--- src/rtl/brfo_pkg.sv ---
`timescale 1ns / 1ps
`default_nettype none

package brfo_pkg;

   // Fixed field widths
   localparam int MODE_W = 3;
   localparam int DATA_W = 8;
   localparam int AMT_W  = 11;
   localparam int STAT_W = 2;
   localparam int LVL_W  = 11;
   localparam int CFG_W  = 4;

   // Reset value of the size register
   localparam logic [CFG_W-1:0] SIZE_LOG2_RESET = 4'd10;

   // Mode codes on the request channel
   localparam logic [MODE_W-1:0] MODE_WRITE = 3'd0;
   localparam logic [MODE_W-1:0] MODE_FORCE = 3'd1;
   localparam logic [MODE_W-1:0] MODE_READ  = 3'd2;
   localparam logic [MODE_W-1:0] MODE_PEEK  = 3'd3;
   localparam logic [MODE_W-1:0] MODE_SKIP  = 3'd4;
   localparam logic [MODE_W-1:0] MODE_CLEAR = 3'd5;

   // Status codes on the response channel
   localparam logic [STAT_W-1:0] ST_OK    = 2'd0;
   localparam logic [STAT_W-1:0] ST_NONE  = 2'd1;
   localparam logic [STAT_W-1:0] ST_RANGE = 2'd2;

   // Operation queue between front and back
   localparam int Q_DEPTH = 2;
   localparam int Q_AW    = 1;
   localparam int Q_CW    = 2;

   typedef enum logic [2:0] {
      OP_WRITE,
      OP_FORCE,
      OP_READ,
      OP_PEEK,
      OP_SKIP,
      OP_CLEAR,
      OP_BAD
   } op_type;

   typedef struct packed {
      op_type              op;
      logic [DATA_W-1:0]   data;
      logic [AMT_W-1:0]    amount;
   } entry_type;

   function automatic op_type classify(input logic [MODE_W-1:0] mode);
      op_type op;
      case (mode)
         MODE_WRITE: op = OP_WRITE;
         MODE_FORCE: op = OP_FORCE;
         MODE_READ:  op = OP_READ;
         MODE_PEEK:  op = OP_PEEK;
         MODE_SKIP:  op = OP_SKIP;
         MODE_CLEAR: op = OP_CLEAR;
         default:    op = OP_BAD;
      endcase
      return op;
   endfunction

endpackage

`default_nettype wire

--- src/rtl/brfo_front.sv ---
`timescale 1ns / 1ps
`default_nettype none

module brfo_front (
   input  wire logic                          clock,
   input  wire logic                          reset,
   input  wire logic                          req_valid,
   output logic                               req_ready,
   input  wire logic [brfo_pkg::MODE_W-1:0]   req_mode,
   input  wire logic [brfo_pkg::DATA_W-1:0]   req_data_in,
   input  wire logic [brfo_pkg::AMT_W-1:0]    req_amount,
   output logic                               push_valid,
   input  wire logic                          push_ready,
   output brfo_pkg::entry_type                push_entry
);

   logic                valid_ff;
   logic                valid_in;
   brfo_pkg::entry_type entry_ff;
   logic                take;

   assign req_ready = !valid_ff || push_ready;
   assign take      = req_valid && req_ready;

   always_comb begin
      valid_in = valid_ff;
      if (take) begin
         valid_in = 1'b1;
      end else if (push_ready) begin
         valid_in = 1'b0;
      end
   end

   always_ff @(posedge clock) begin
      if (reset) begin
         valid_ff <= 1'b0;
      end else begin
         valid_ff <= valid_in;
      end
   end

   // Decode the mode once here so the back end sees a clean operation
   always_ff @(posedge clock) begin
      if (take) begin
         entry_ff.op     <= brfo_pkg::classify(req_mode);
         entry_ff.data   <= req_data_in;
         entry_ff.amount <= req_amount;
      end
   end

   assign push_valid = valid_ff;
   assign push_entry = entry_ff;

endmodule

`default_nettype wire

--- config.mk ---
export PLATFORM = sky130hd
export DESIGN_NAME = brfo_front
export DESIGN_NICKNAME = d
export VERILOG_FILES = /design/src/rtl/brfo_pkg.sv /design/src/rtl/brfo_front.sv
export SDC_FILE = /design/constraint.sdc
export NUM_CORES = 1
export LEC_CHECK = 0
export BUFFER_PORTS_ARGS = -buffer_cell sky130_fd_sc_hd__buf_2
export CAP_MARGIN = 5
export CORE_MARGIN = 2
export CORE_UTILIZATION = 42
export CTS_CLUSTER_DIAMETER = 40
export DETAILED_ROUTE_END_ITERATION = 6
export GPL_TIMING_DRIVEN = 0
export PLACE_DENSITY = 0.8
export SLEW_MARGIN = 20
export SYNTH_ARGS = -nofsm -noshare
export SYNTH_HDL_FRONTEND = slang
export SYNTH_SLANG_ARGS = --single-unit
--- constraint.sdc ---
create_clock -name clock -period 2.5 [get_ports clock]
set_input_delay 0.25 -clock clock [delete_from_list [all_inputs] [get_ports clock]]
set_output_delay 0.25 -clock clock [all_outputs]
set_load 0.03 [all_outputs]
# Yosys cells after proc, flatten, opt, wreduce, memory -nomap -nowiden
# Cells that the tools add are included.
# totals
regBits,23
input_bits,26
word_cells,17
# classes
eq_ne,5
muxes,3
reduce_logical,5
# ops
op,n
$pmux W3 S6,1
$eq A3 B2 Y1 const B,2
$eq A3 B3 Y1 const B,2
$eq A3 B1 Y1 const B,1
$logic_not A3 Y1,1
$mux W1,2
$reduce_bool A2 Y1,1
$logic_and A1 B1 Y1,1
$logic_not A1 Y1,1
$logic_or A1 B1 Y1,1

# Longest topological paths before layout
# depth
depth_word,4
depth_mapped,2
ltp_nobuf,2

# Worst setup path after synthesis
# No wires, ideal clock.
# synth_path
path_type,reg2reg
start,register valid_ff (netlist: push_valid)
end,"register entry_ff, in the netlist push_entry[0] (enable)"
setup_time_ns,0.323
t_arrival_ns,0.892
slack_ns,1.285
stages_incl_launch_ff,3
n_path_buf,0
period_less_slack_ns,1.215
path_cell_list,dfxtp_1 nand2b_4 and2_4
# synth_via
elab_chain_cells,3
# synth_lines
item,line,source
from (decl),brfo_front.sv:17,logic valid_ff;
from (signal assigned),brfo_front.sv:38,valid_ff <= valid_in;
$logic_not A1 Y1,brfo_front.sv:22,assign req_ready = !valid_ff || push_ready;
$logic_or A1 B1 Y1,brfo_front.sv:22,
via req_ready,brfo_front.sv:8,"output logic req_ready,"
$logic_and A1 B1 Y1,brfo_front.sv:23,assign take = req_valid && req_ready;
via take,brfo_front.sv:20,logic take;
to (decl),brfo_front.sv:19,brfo_pkg::entry_type entry_ff;
# The timed path passes the listed nets, and every way through them passes these cells.
# A chain may end at the register's enable or synchronous reset.

# Final worst setup path
# layout_path
start,register valid_ff (netlist: push_valid)
end,output port req_ready
# layout_via
elab_chain_cells,2
# layout_lines
item,line
$logic_not A1 Y1,brfo_front.sv:22
$logic_or A1 B1 Y1,brfo_front.sv:22
to (decl),brfo_front.sv:8
# Every way passes these cells.

==> impl_metrics.toml <==
[floorplan]
die_area_um2 = 2090
io_pins = 50
die_w_um = 45.7
fp.dieH_um = 45.7
fp-row-count = 15
initial_core_util_pct = 43.3
coreArea_um2 = 1690

[clocking]
cts.repair.resized = 0
cts_sinks = 23
post-cts-setup-buffers = 0
htreeDepth = 1
numCtsBuffers = 3
cts_tree = "done"
clk_latency_ns = 0.29
ctsHoldBuffers = 0
cts_buffer_depth = 2
cts_root_buf = "clkbuf_4"
clk_pin_slew_ns = 0.11

[layout]
final_layout_size_suffix_gt1_share_pct = 66.3
final_nets = 110
finish.instance_area_um2 = 1020
postLayoutCoreUtil_pct = 60.6
area_growth_pct = 40.1
diodes = 0
fill_cells = 137

[worst_setup_path]
cp_top_family = "flip-flops"
cp_cell_sequence = "nand2b_4, buf_2"
cpMaxStageDelayCell = "dfxtp_1"
crit_path_max_incr_delay_ns = 0.38
cp_num_buf_inv = 1
crit_required_ns = 2.25
cp_max_fo = 3
crit_path_end_kind = "output pin"
crit_type = "reg2out"
start_kind = "register"
critical_path_arrival_ns = 0.92

[global_route]
antenna_found_initial = 0
grt_pass1_wl_mm = 1.67
grt_usage_pct = 12.0
grt_pass1_vias = 427
grt_overflow = 0
grt_start_max_net_pins = 23

[power_and_ir_drop]
power_w = 0.000711
cellPowerDensity_nw_per_um2 = 694
p_leak_nw = 0.453
peakVddDrop_mv = 0.360

[place]
numPortBuffers = 49
placed_area_um2 = 997
gp_congestion = 0.664

[route]
top_layer = "met3"
met1_length_um = 408
viasPerCell = 4.71
dr_wl_met2_um = 587
wirelength_mm = 1.19
drtAntennaViolNets = 0
route.met3.wl_um = 191
post_drt_wl_per_cell_um = 11.9
first_iter_violations = 6
first_pass_iters = 2
drcViolationCount = 0
vias = 471

[synthesis]
yosys.area.top_type = "edfxtp_1"
synth_nets = 56
netlist_area_um2 = 731
yosys_warnings = 0
synth_area_per_cell_um2 = 24.4
post_synth_inst_count = 30
yosysUniqueCellTypes = 8
seq_area_frac_synth_pct = 93.2
synth-seq-cells = 23
synthTopCellsByArea = "edfxtp_1, dfxtp_1, nand2b_4"
synth_top_area_share_pct = 90.4

[sta]
rsz0062_at_grt = "no"
finalCriticalPeriod_ns = 1.17
period_share_pct = 46.7
setup_violations = 0
worst_slew_pin_slew_ns = 0.279
final.setup.tns_ns = 0
slew_headroom_pct = 81.4
finalClockSkew_ns = 0.00338
max_freq_mhz = 856
report.final.slew_viol_count = 0
hold_violations = 0

[min_path]
hold_class = "in2reg"

[run_status]
status = "finished clean"

[job]
cap_violations = 0
-- kinds of logic (layout without fill, tap and decap cells) --
family,count (synthesis),count (layout),share of synthesized area [%]
buf+inv,3,56,1.54
compound gates,2,2,2.23
flops,23,23,93.2
simple gates,2,2,3.08
-- worst paths after layout --
check	startpoint	endpoint	slack, ns	cells past startpoint
worst max-delay path	push_valid	req_ready	1.33	2
worst min-delay path	reset	push_valid	0.10	2
worst max register to register	push_valid	push_entry[0]	1.44	2
worst min register to register	push_valid	push_valid	0.51	2
-- layer usage --
metal / GRT usage (%) / up-vias
met3: 5.95 / 0
li1: - / 217
met1: 11.3 / 214
met4: 8.57 / 0
met5: 0 / -
met2: 20.0 / 40
-- synthesized netlist by cell type, drive strengths merged --
cell    count
nand2b      1
inv         1
and2        1
a21boi      1
a21oi       1
clkbuf      2
dfxtp       1
edfxtp     22
-- flip-flops by register name (all words and copies together) (netlist names) --
signal	flops
push_valid	1
push_entry	22
-- cell type report --
class	instances	area, µm²	area share [%]
inverters	1	3.75	0.367
well taps	17	21.3	2.08
clock buffers	4	26.3	2.57
plain buffers	2	7.51	0.733
flip-flops and latches	23	681	66.5
multi-input cells	4	38.8	3.79
repair buffers	49	245	24.0
-- metrics by stage --
step	setup slack, ns	std cells	hold WS, ns
floorplan	1.28	30	0.312
global placement	1.41	96	0.410
detailed placement	1.40	96	0.422
CTS	1.31	100	0.0949
global route	1.28	100	0.0856
finish	1.33	100	0.103
-- power by group --
| part | switching [W] | total (W) | leakage [nW] | internal [W] |
|---|---|---|---|---|
| registers | 0.00000540 | 0.000454 | 0.221 | 0.000448 |
| logic | 0.0000681 | 0.000101 | 0.216 | 0.0000325 |
| clock network | 0.0000943 | 0.000156 | 0.0150 | 0.0000620 |
| total | 0.000168 | 0.000711 | 0.453 | 0.000543 |
-- cells in the final DEF (no fill, tap or decap) --
| master | n |
|---|---|
| inv_1 | 1 |
| a21oi_2 | 1 |
| and2_4 | 1 |
| nand2b_4 | 1 |
| dfxtp_1 | 1 |
| a21boi_0 | 1 |
| clkbuf_4 | 3 |
| buf_2 | 49 |
| clkbuf_1 | 3 |
| edfxtp_1 | 22 |
(Power assumes the default switching activity.)
