==> src/rtl/brfo_pkg.sv <==
`timescale 1ns / 1ps
`default_nettype none

package brfo_pkg;

   // Fixed field widths
   localparam int MODE_W = 3;
   localparam int DATA_W = 8;
   localparam int AMT_W  = 11;
   localparam int STAT_W = 2;
   localparam int LVL_W  = 11;
   localparam int CFG_W  = 4;

   // Reset value of the size register
   localparam logic [CFG_W-1:0] SIZE_LOG2_RESET = 4'd10;

   // Mode codes on the request channel
   localparam logic [MODE_W-1:0] MODE_WRITE = 3'd0;
   localparam logic [MODE_W-1:0] MODE_FORCE = 3'd1;
   localparam logic [MODE_W-1:0] MODE_READ  = 3'd2;
   localparam logic [MODE_W-1:0] MODE_PEEK  = 3'd3;
   localparam logic [MODE_W-1:0] MODE_SKIP  = 3'd4;
   localparam logic [MODE_W-1:0] MODE_CLEAR = 3'd5;

   // Status codes on the response channel
   localparam logic [STAT_W-1:0] ST_OK    = 2'd0;
   localparam logic [STAT_W-1:0] ST_NONE  = 2'd1;
   localparam logic [STAT_W-1:0] ST_RANGE = 2'd2;

   // Operation queue between front and back
   localparam int Q_DEPTH = 2;
   localparam int Q_AW    = 1;
   localparam int Q_CW    = 2;

   typedef enum logic [2:0] {
      OP_WRITE,
      OP_FORCE,
      OP_READ,
      OP_PEEK,
      OP_SKIP,
      OP_CLEAR,
      OP_BAD
   } op_type;

   typedef struct packed {
      op_type              op;
      logic [DATA_W-1:0]   data;
      logic [AMT_W-1:0]    amount;
   } entry_type;

   function automatic op_type classify(input logic [MODE_W-1:0] mode);
      op_type op;
      case (mode)
         MODE_WRITE: op = OP_WRITE;
         MODE_FORCE: op = OP_FORCE;
         MODE_READ:  op = OP_READ;
         MODE_PEEK:  op = OP_PEEK;
         MODE_SKIP:  op = OP_SKIP;
         MODE_CLEAR: op = OP_CLEAR;
         default:    op = OP_BAD;
      endcase
      return op;
   endfunction

endpackage

`default_nettype wire

==> src/rtl/brfo_queue.sv <==
`timescale 1ns / 1ps
`default_nettype none

module brfo_queue (
   input  wire logic          clock,
   input  wire logic          reset,
   input  wire logic          push_valid,
   output logic               push_ready,
   input  wire brfo_pkg::entry_type push_entry,
   output logic               pop_valid,
   input  wire logic          pop_ready,
   output brfo_pkg::entry_type pop_entry
);

   brfo_pkg::entry_type              slot_ff [brfo_pkg::Q_DEPTH];
   logic [brfo_pkg::Q_AW-1:0]        wr_ptr_ff;
   logic [brfo_pkg::Q_AW-1:0]        rd_ptr_ff;
   logic [brfo_pkg::Q_CW-1:0]        count_ff;
   logic                             do_push;
   logic                             do_pop;

   assign push_ready = (count_ff != brfo_pkg::Q_CW'(brfo_pkg::Q_DEPTH));
   assign pop_valid  = (count_ff != '0);
   assign pop_entry  = slot_ff[rd_ptr_ff];
   assign do_push    = push_valid && push_ready;
   assign do_pop     = pop_valid && pop_ready;

   always_ff @(posedge clock) begin
      if (reset) begin
         wr_ptr_ff <= '0;
         rd_ptr_ff <= '0;
         count_ff  <= '0;
      end else begin
         if (do_push) begin
            wr_ptr_ff <= wr_ptr_ff + 1'b1;
         end
         if (do_pop) begin
            rd_ptr_ff <= rd_ptr_ff + 1'b1;
         end
         if (do_push && !do_pop) begin
            count_ff <= count_ff + 1'b1;
         end else if (do_pop && !do_push) begin
            count_ff <= count_ff - 1'b1;
         end
      end
   end

   always_ff @(posedge clock) begin
      if (do_push) begin
         slot_ff[wr_ptr_ff] <= push_entry;
      end
   end

endmodule

`default_nettype wire

==> config.mk <==
export PLATFORM = sky130hd
export DESIGN_NAME = brfo_queue
export DESIGN_NICKNAME = d
export VERILOG_FILES = /design/src/rtl/brfo_pkg.sv /design/src/rtl/brfo_queue.sv
export SDC_FILE = /design/constraint.sdc
export NUM_CORES = 1
export LEC_CHECK = 0
export BUFFER_PORTS_ARGS = -buffer_cell sky130_fd_sc_hd__buf_2
export CAP_MARGIN = 10
export CORE_ASPECT_RATIO = 2
export CORE_MARGIN = 2
export CORE_UTILIZATION = 54
export DETAILED_ROUTE_END_ITERATION = 16
export PLACE_DENSITY = 0.82
export SKIP_CTS_REPAIR_TIMING = 1
export SLEW_MARGIN = 10
export SYNTH_ARGS = -nofsm -noshare
export SYNTH_HDL_FRONTEND = slang
export SYNTH_SLANG_ARGS = --single-unit
==> constraint.sdc <==
create_clock -name clock -period 2.62 [get_ports clock]
set_input_delay 0.393 -clock clock [delete_from_list [all_inputs] [get_ports clock]]
set_output_delay 0.393 -clock clock [all_outputs]
set_load 0.1 [all_outputs]
# Word level (Yosys, flattened, before mapping)
# Memory sizes are Yosys's and may differ from the RTL's. A register that Yosys moved wholly into a read port is not among the register bits.
# Cells that the tools add are included.
totals:
  ff_bits: 4
  ramBits: 44
  inputBits: 26
  output_inout_bits: 24
  memories: 1
op_classes:
  add_sub_neg: 4
  eq_ne: 1
  muxes: 6
  n_reduce_logical: 8
memory_table:
  columns: ["name", "words", "word_bits", "rd", "rd_ports_with_merged_regs", "write_ports", "line", "rtl"]
  rows:
  - ["slot_ff", 2, 22, 1, 1, 1, "brfo_queue.sv:15", "brfo_pkg::entry_type slot_ff [brfo_pkg::Q_DEPTH];"]
op_table:
  columns: ["cell", "n"]
  rows:
  - ["1-bit logical AND", 4]
  - ["1-bit two-way mux", 4]
  - ["2-bit two-way mux", 2]
  - ["2-bit nonzero test", 2]
  - ["1-bit adder (second input constant)", 2]
  - ["2-bit by 1-bit adder with 2-bit output (second input constant)", 1]
  - ["1-bit logical NOT", 2]
  - ["2-bit != test (second input constant)", 1]
  - ["2-bit by 1-bit subtractor with 2-bit output (second input constant)", 1]

# Depth between registers and ports, before layout
depth:
  depth_word: 6
  ltp_mapped: 6
  ltp_nobuf: 6

# Least setup slack after synthesis
# No wires, ideal clock.
synth_timing:
  path_type: "register -> register"
  startpoint: "register count_ff[0] in the netlist's numbering"
  endpoint: "memory slot_ff[1][0] in the netlist's numbering, enable pin"
  arrival_ps: 1972
  required_ps: 2239
  setup_slack_ps: 267
  path_stages_with_launch: 3
  path_buffers: 0
  period_less_slack_ps: 2353
  path_cell_list: "dfxtp_1 > nand2b_1 > and3_1"
synth_via:
  elab_chain_len: 4
synth_lines:
  columns: ["item", "line", "rtl"]
  rows:
  - ["start: declaration", "brfo_queue.sv:18", "logic [brfo_pkg::Q_CW-1:0] count_ff;"]
  - ["start signal: assignment", "brfo_queue.sv:41", "count_ff <= count_ff + 1'b1;"]
  - ["start signal: assignment", "brfo_queue.sv:43", "count_ff <= count_ff - 1'b1;"]
  - ["2-bit != test", "brfo_queue.sv:22", "assign push_ready = (count_ff != brfo_pkg::Q_CW'(brfo_pkg::Q_DEPTH));"]
  - ["via push_ready", "brfo_queue.sv:8", "output logic push_ready,"]
  - ["1-bit logical AND", "brfo_queue.sv:25", "assign do_push = push_valid && push_ready;"]
  - ["1-bit two-way mux", "brfo_queue.sv:49", "if (do_push) begin"]
  - ["1-bit two-way mux (implied by the code)", "brfo_queue.sv:50", "slot_ff[wr_ptr_ff] <= push_entry;"]
  - ["end: declaration", "brfo_queue.sv:15", null]
# The timed path passes the listed nets, and every way through them passes these cells.

==> impl_metrics.json <==
{
  "reg2reg_depth": 3,
  "overflow": 0,
  "finalHoldViolCount": 0,
  "grt_pass1_vias": 1083,
  "grtUsageMet2_pct": 31.4,
  "grt_most_used_layer": "met2",
  "n_fill_cell": 232,
  "period_share_pct": 83.7,
  "die_w_um": 44.8,
  "area_delta_synth_final_pct": 20.3,
  "gp_congestion": 0.631,
  "crit_path_cell_trace": "buf_4 -> mux2_2 -> buf_2",
  "drt-pass1-iter-count": 3,
  "use_met3_pct": 5.05,
  "cp_top_family": "buffers and inverters",
  "coreArea_mm2": 0.00319,
  "fin_crit_ns": 2.19,
  "seq_area_mm2": 0.00142,
  "stdcell_count": 179,
  "placementRows": 29,
  "antenna_found_initial": 0,
  "worstPathRequired_ns": 2.23,
  "layout_commonest_cell": "buf_2",
  "ant_nets": 0,
  "cts_root_buffer": "clkbuf_8",
  "final_nets": 175,
  "cts.sinks": 49,
  "cp-end-kind": "output pin",
  "dp.cells": 172,
  "fp.dieArea_mm2": 0.00384,
  "multi_input_area_um2": 367,
  "cts_tree": "yes",
  "ys_warn_count": 0,
  "synth_mux_area_share_pct": 13.7,
  "place_hpwl_mm": 2.13,
  "io_buffers": 49,
  "status": "completed",
  "grt_use_met1_pct": 13.6,
  "slowest_delay_ns": 0.56,
  "clock_path_buffers": 2,
  "path_max_fanout": 13,
  "start_util_pct": 56.4,
  "fmax_ghz": 0.456,
  "min_path_cells": 1,
  "grt.total_usage_pct": 16.8,
  "rsz0062_at_grt": "no",
  "cts-buffers-inserted": 5,
  "worst-path-buf-inv": 2,
  "critPathKind": "reg -> out",
  "finalMaxSlewViolations": 0,
  "via_count": 981,
  "synth_xor_area_share_pct": 1.46,
  "grt_pass1_wl_mm": 4.45,
  "yosys.cell_types.count": 17,
  "start_kind": "flop",
  "diodes": 0,
  "clk_pin_slew_ns": 0.07,
  "synth_top_family_by_area": "multiplexers",
  "cts_max_level": 2,
  "synth_compound_area_share_pct": 1.67,
  "drv_cap": 0,
  "hp-class": "in -> reg",
  "viasPerCell": 5.48,
  "io_pins": 50,
  "layout_common_cells": "buf_2, edfxtp_1, mux2_2, dfxtp_1, clkbuf_8",
  "setup_viol": 0,
  "fin_setup_tns_ns": 0,
  "grt_max_degree": 23,
  "cp_slowest_cell": "dfxtp_1",
  "wl_mm": 2.89,
  "ys_seq_area_share_pct": 78.9,
  "synth_simple_gate_area_share_pct": 2.78,
  "path_depth": 3,
  "synth_area_mm2": 0.00180,
  "syn_area_per_cell_um2": 19.6,
  "drt_iter0_drc": 14,
  "layout-drive-gt1-share_pct": 54.1,
  "yosys_register_bits": 49,
  "worst_pin_slew_ns": 0.860,
  "synth_nets": 119,
  "skew_ns": 0.00624,
  "drc": 0,
  "detail_route.wl_per_cell_um": 16.1,
  "cp.arrival_ns": 1.80,
  "die_y_um": 85.7,
  "synthAdderAreaFrac_pct": 0.694,
  "netlist_instances": 92,
  "clk_latency_ns": 0.30,
  "max-slew-margin-rel_pct": 42.6
}
## kinds of logic after synthesis
family | count (synthesis)
compound gates | 5
xor+xnor | 3
fa+ha+maj | 1
buf+inv | 3
flops | 49
mux | 22
simple gates | 9
## state kept, by name (all words and copies together) (netlist names), named ones only
signal and count:
rd_ptr_ff 1, slot_ff 44, count_ff 2, wr_ptr_ff 1
## synthesized netlist by cell type
| cell | n | area (µm²) |
|---|---|---|
| edfxtp_1 | 44 | 1320 |
| and3_1 | 1 | 6.26 |
| xor2_1 | 3 | 26.3 |
| buf_2 | 2 | 10.0 |
| ha_1 | 1 | 12.5 |
| mux2_2 | 22 | 248 |
| inv_1 | 1 | 3.75 |
| dfxtp_1 | 5 | 100 |
| nor2_1 | 3 | 11.3 |
| a21bo_2 | 1 | 10.0 |
| o21ai_0 | 2 | 10.0 |
| or3_1 | 1 | 6.26 |
| and2_1 | 1 | 6.26 |
| or2_2 | 1 | 6.26 |
| nand3b_1 | 1 | 7.51 |
| a21oi_1 | 2 | 10.0 |
| nand2b_1 | 1 | 6.26 |
## cell type report
type                    count  share of cell area [%]
flip-flops and latches     49                    65.6
multi-input cells          40                    16.9
repair buffers             51                    12.0
clock buffers               6                    3.35
well taps                  31                    1.79
clock inverters             1                   0.173
inverters                   1                   0.173
## stage by stage
| stage | setup WS, ns | hold WS [ns] | instance area [µm²] | utilization (%) |
|---|---|---|---|---|
| after floorplan | 0.267 | 0.462 | 1800 | - |
| after global placement | 0.734 | 0.487 | 2090 | 65.5 |
| after detailed placement | 0.723 | 0.519 | 2090 | 65.5 |
| after CTS | 0.394 | 0.274 | 2170 | 67.9 |
| after global routing | 0.323 | 0.268 | 2170 | 67.9 |
| final | 0.428 | 0.284 | 2170 | 67.9 |
## worst paths after layout
check | from | end | slack, ns
max | flop | pop_entry[16] | 0.43
min | push_entry[2] | slot_ff[1][2] | 0.28
max reg2reg | count_ff[0] | slot_ff[0][2] | 0.86
min reg2reg | rd_ptr_ff | flop | 0.53
## layer usage
metal  up-vias  routed length [µm]
met5         -                   0
met4         0                 102
met3        10                 146
met2        33                1740
met1       474                 895
li1        464                   -
## worst reg2reg max path, cell delays in order, from the launching register on
cell and delay (ns):
dfxtp_1 0.41, nand2b_1 0.22, nand3b_1 0.12, inv_1 0.64
Power is not shown: default switching activity piles up to over one toggle a cycle in this logic, so the estimate is an artifact.
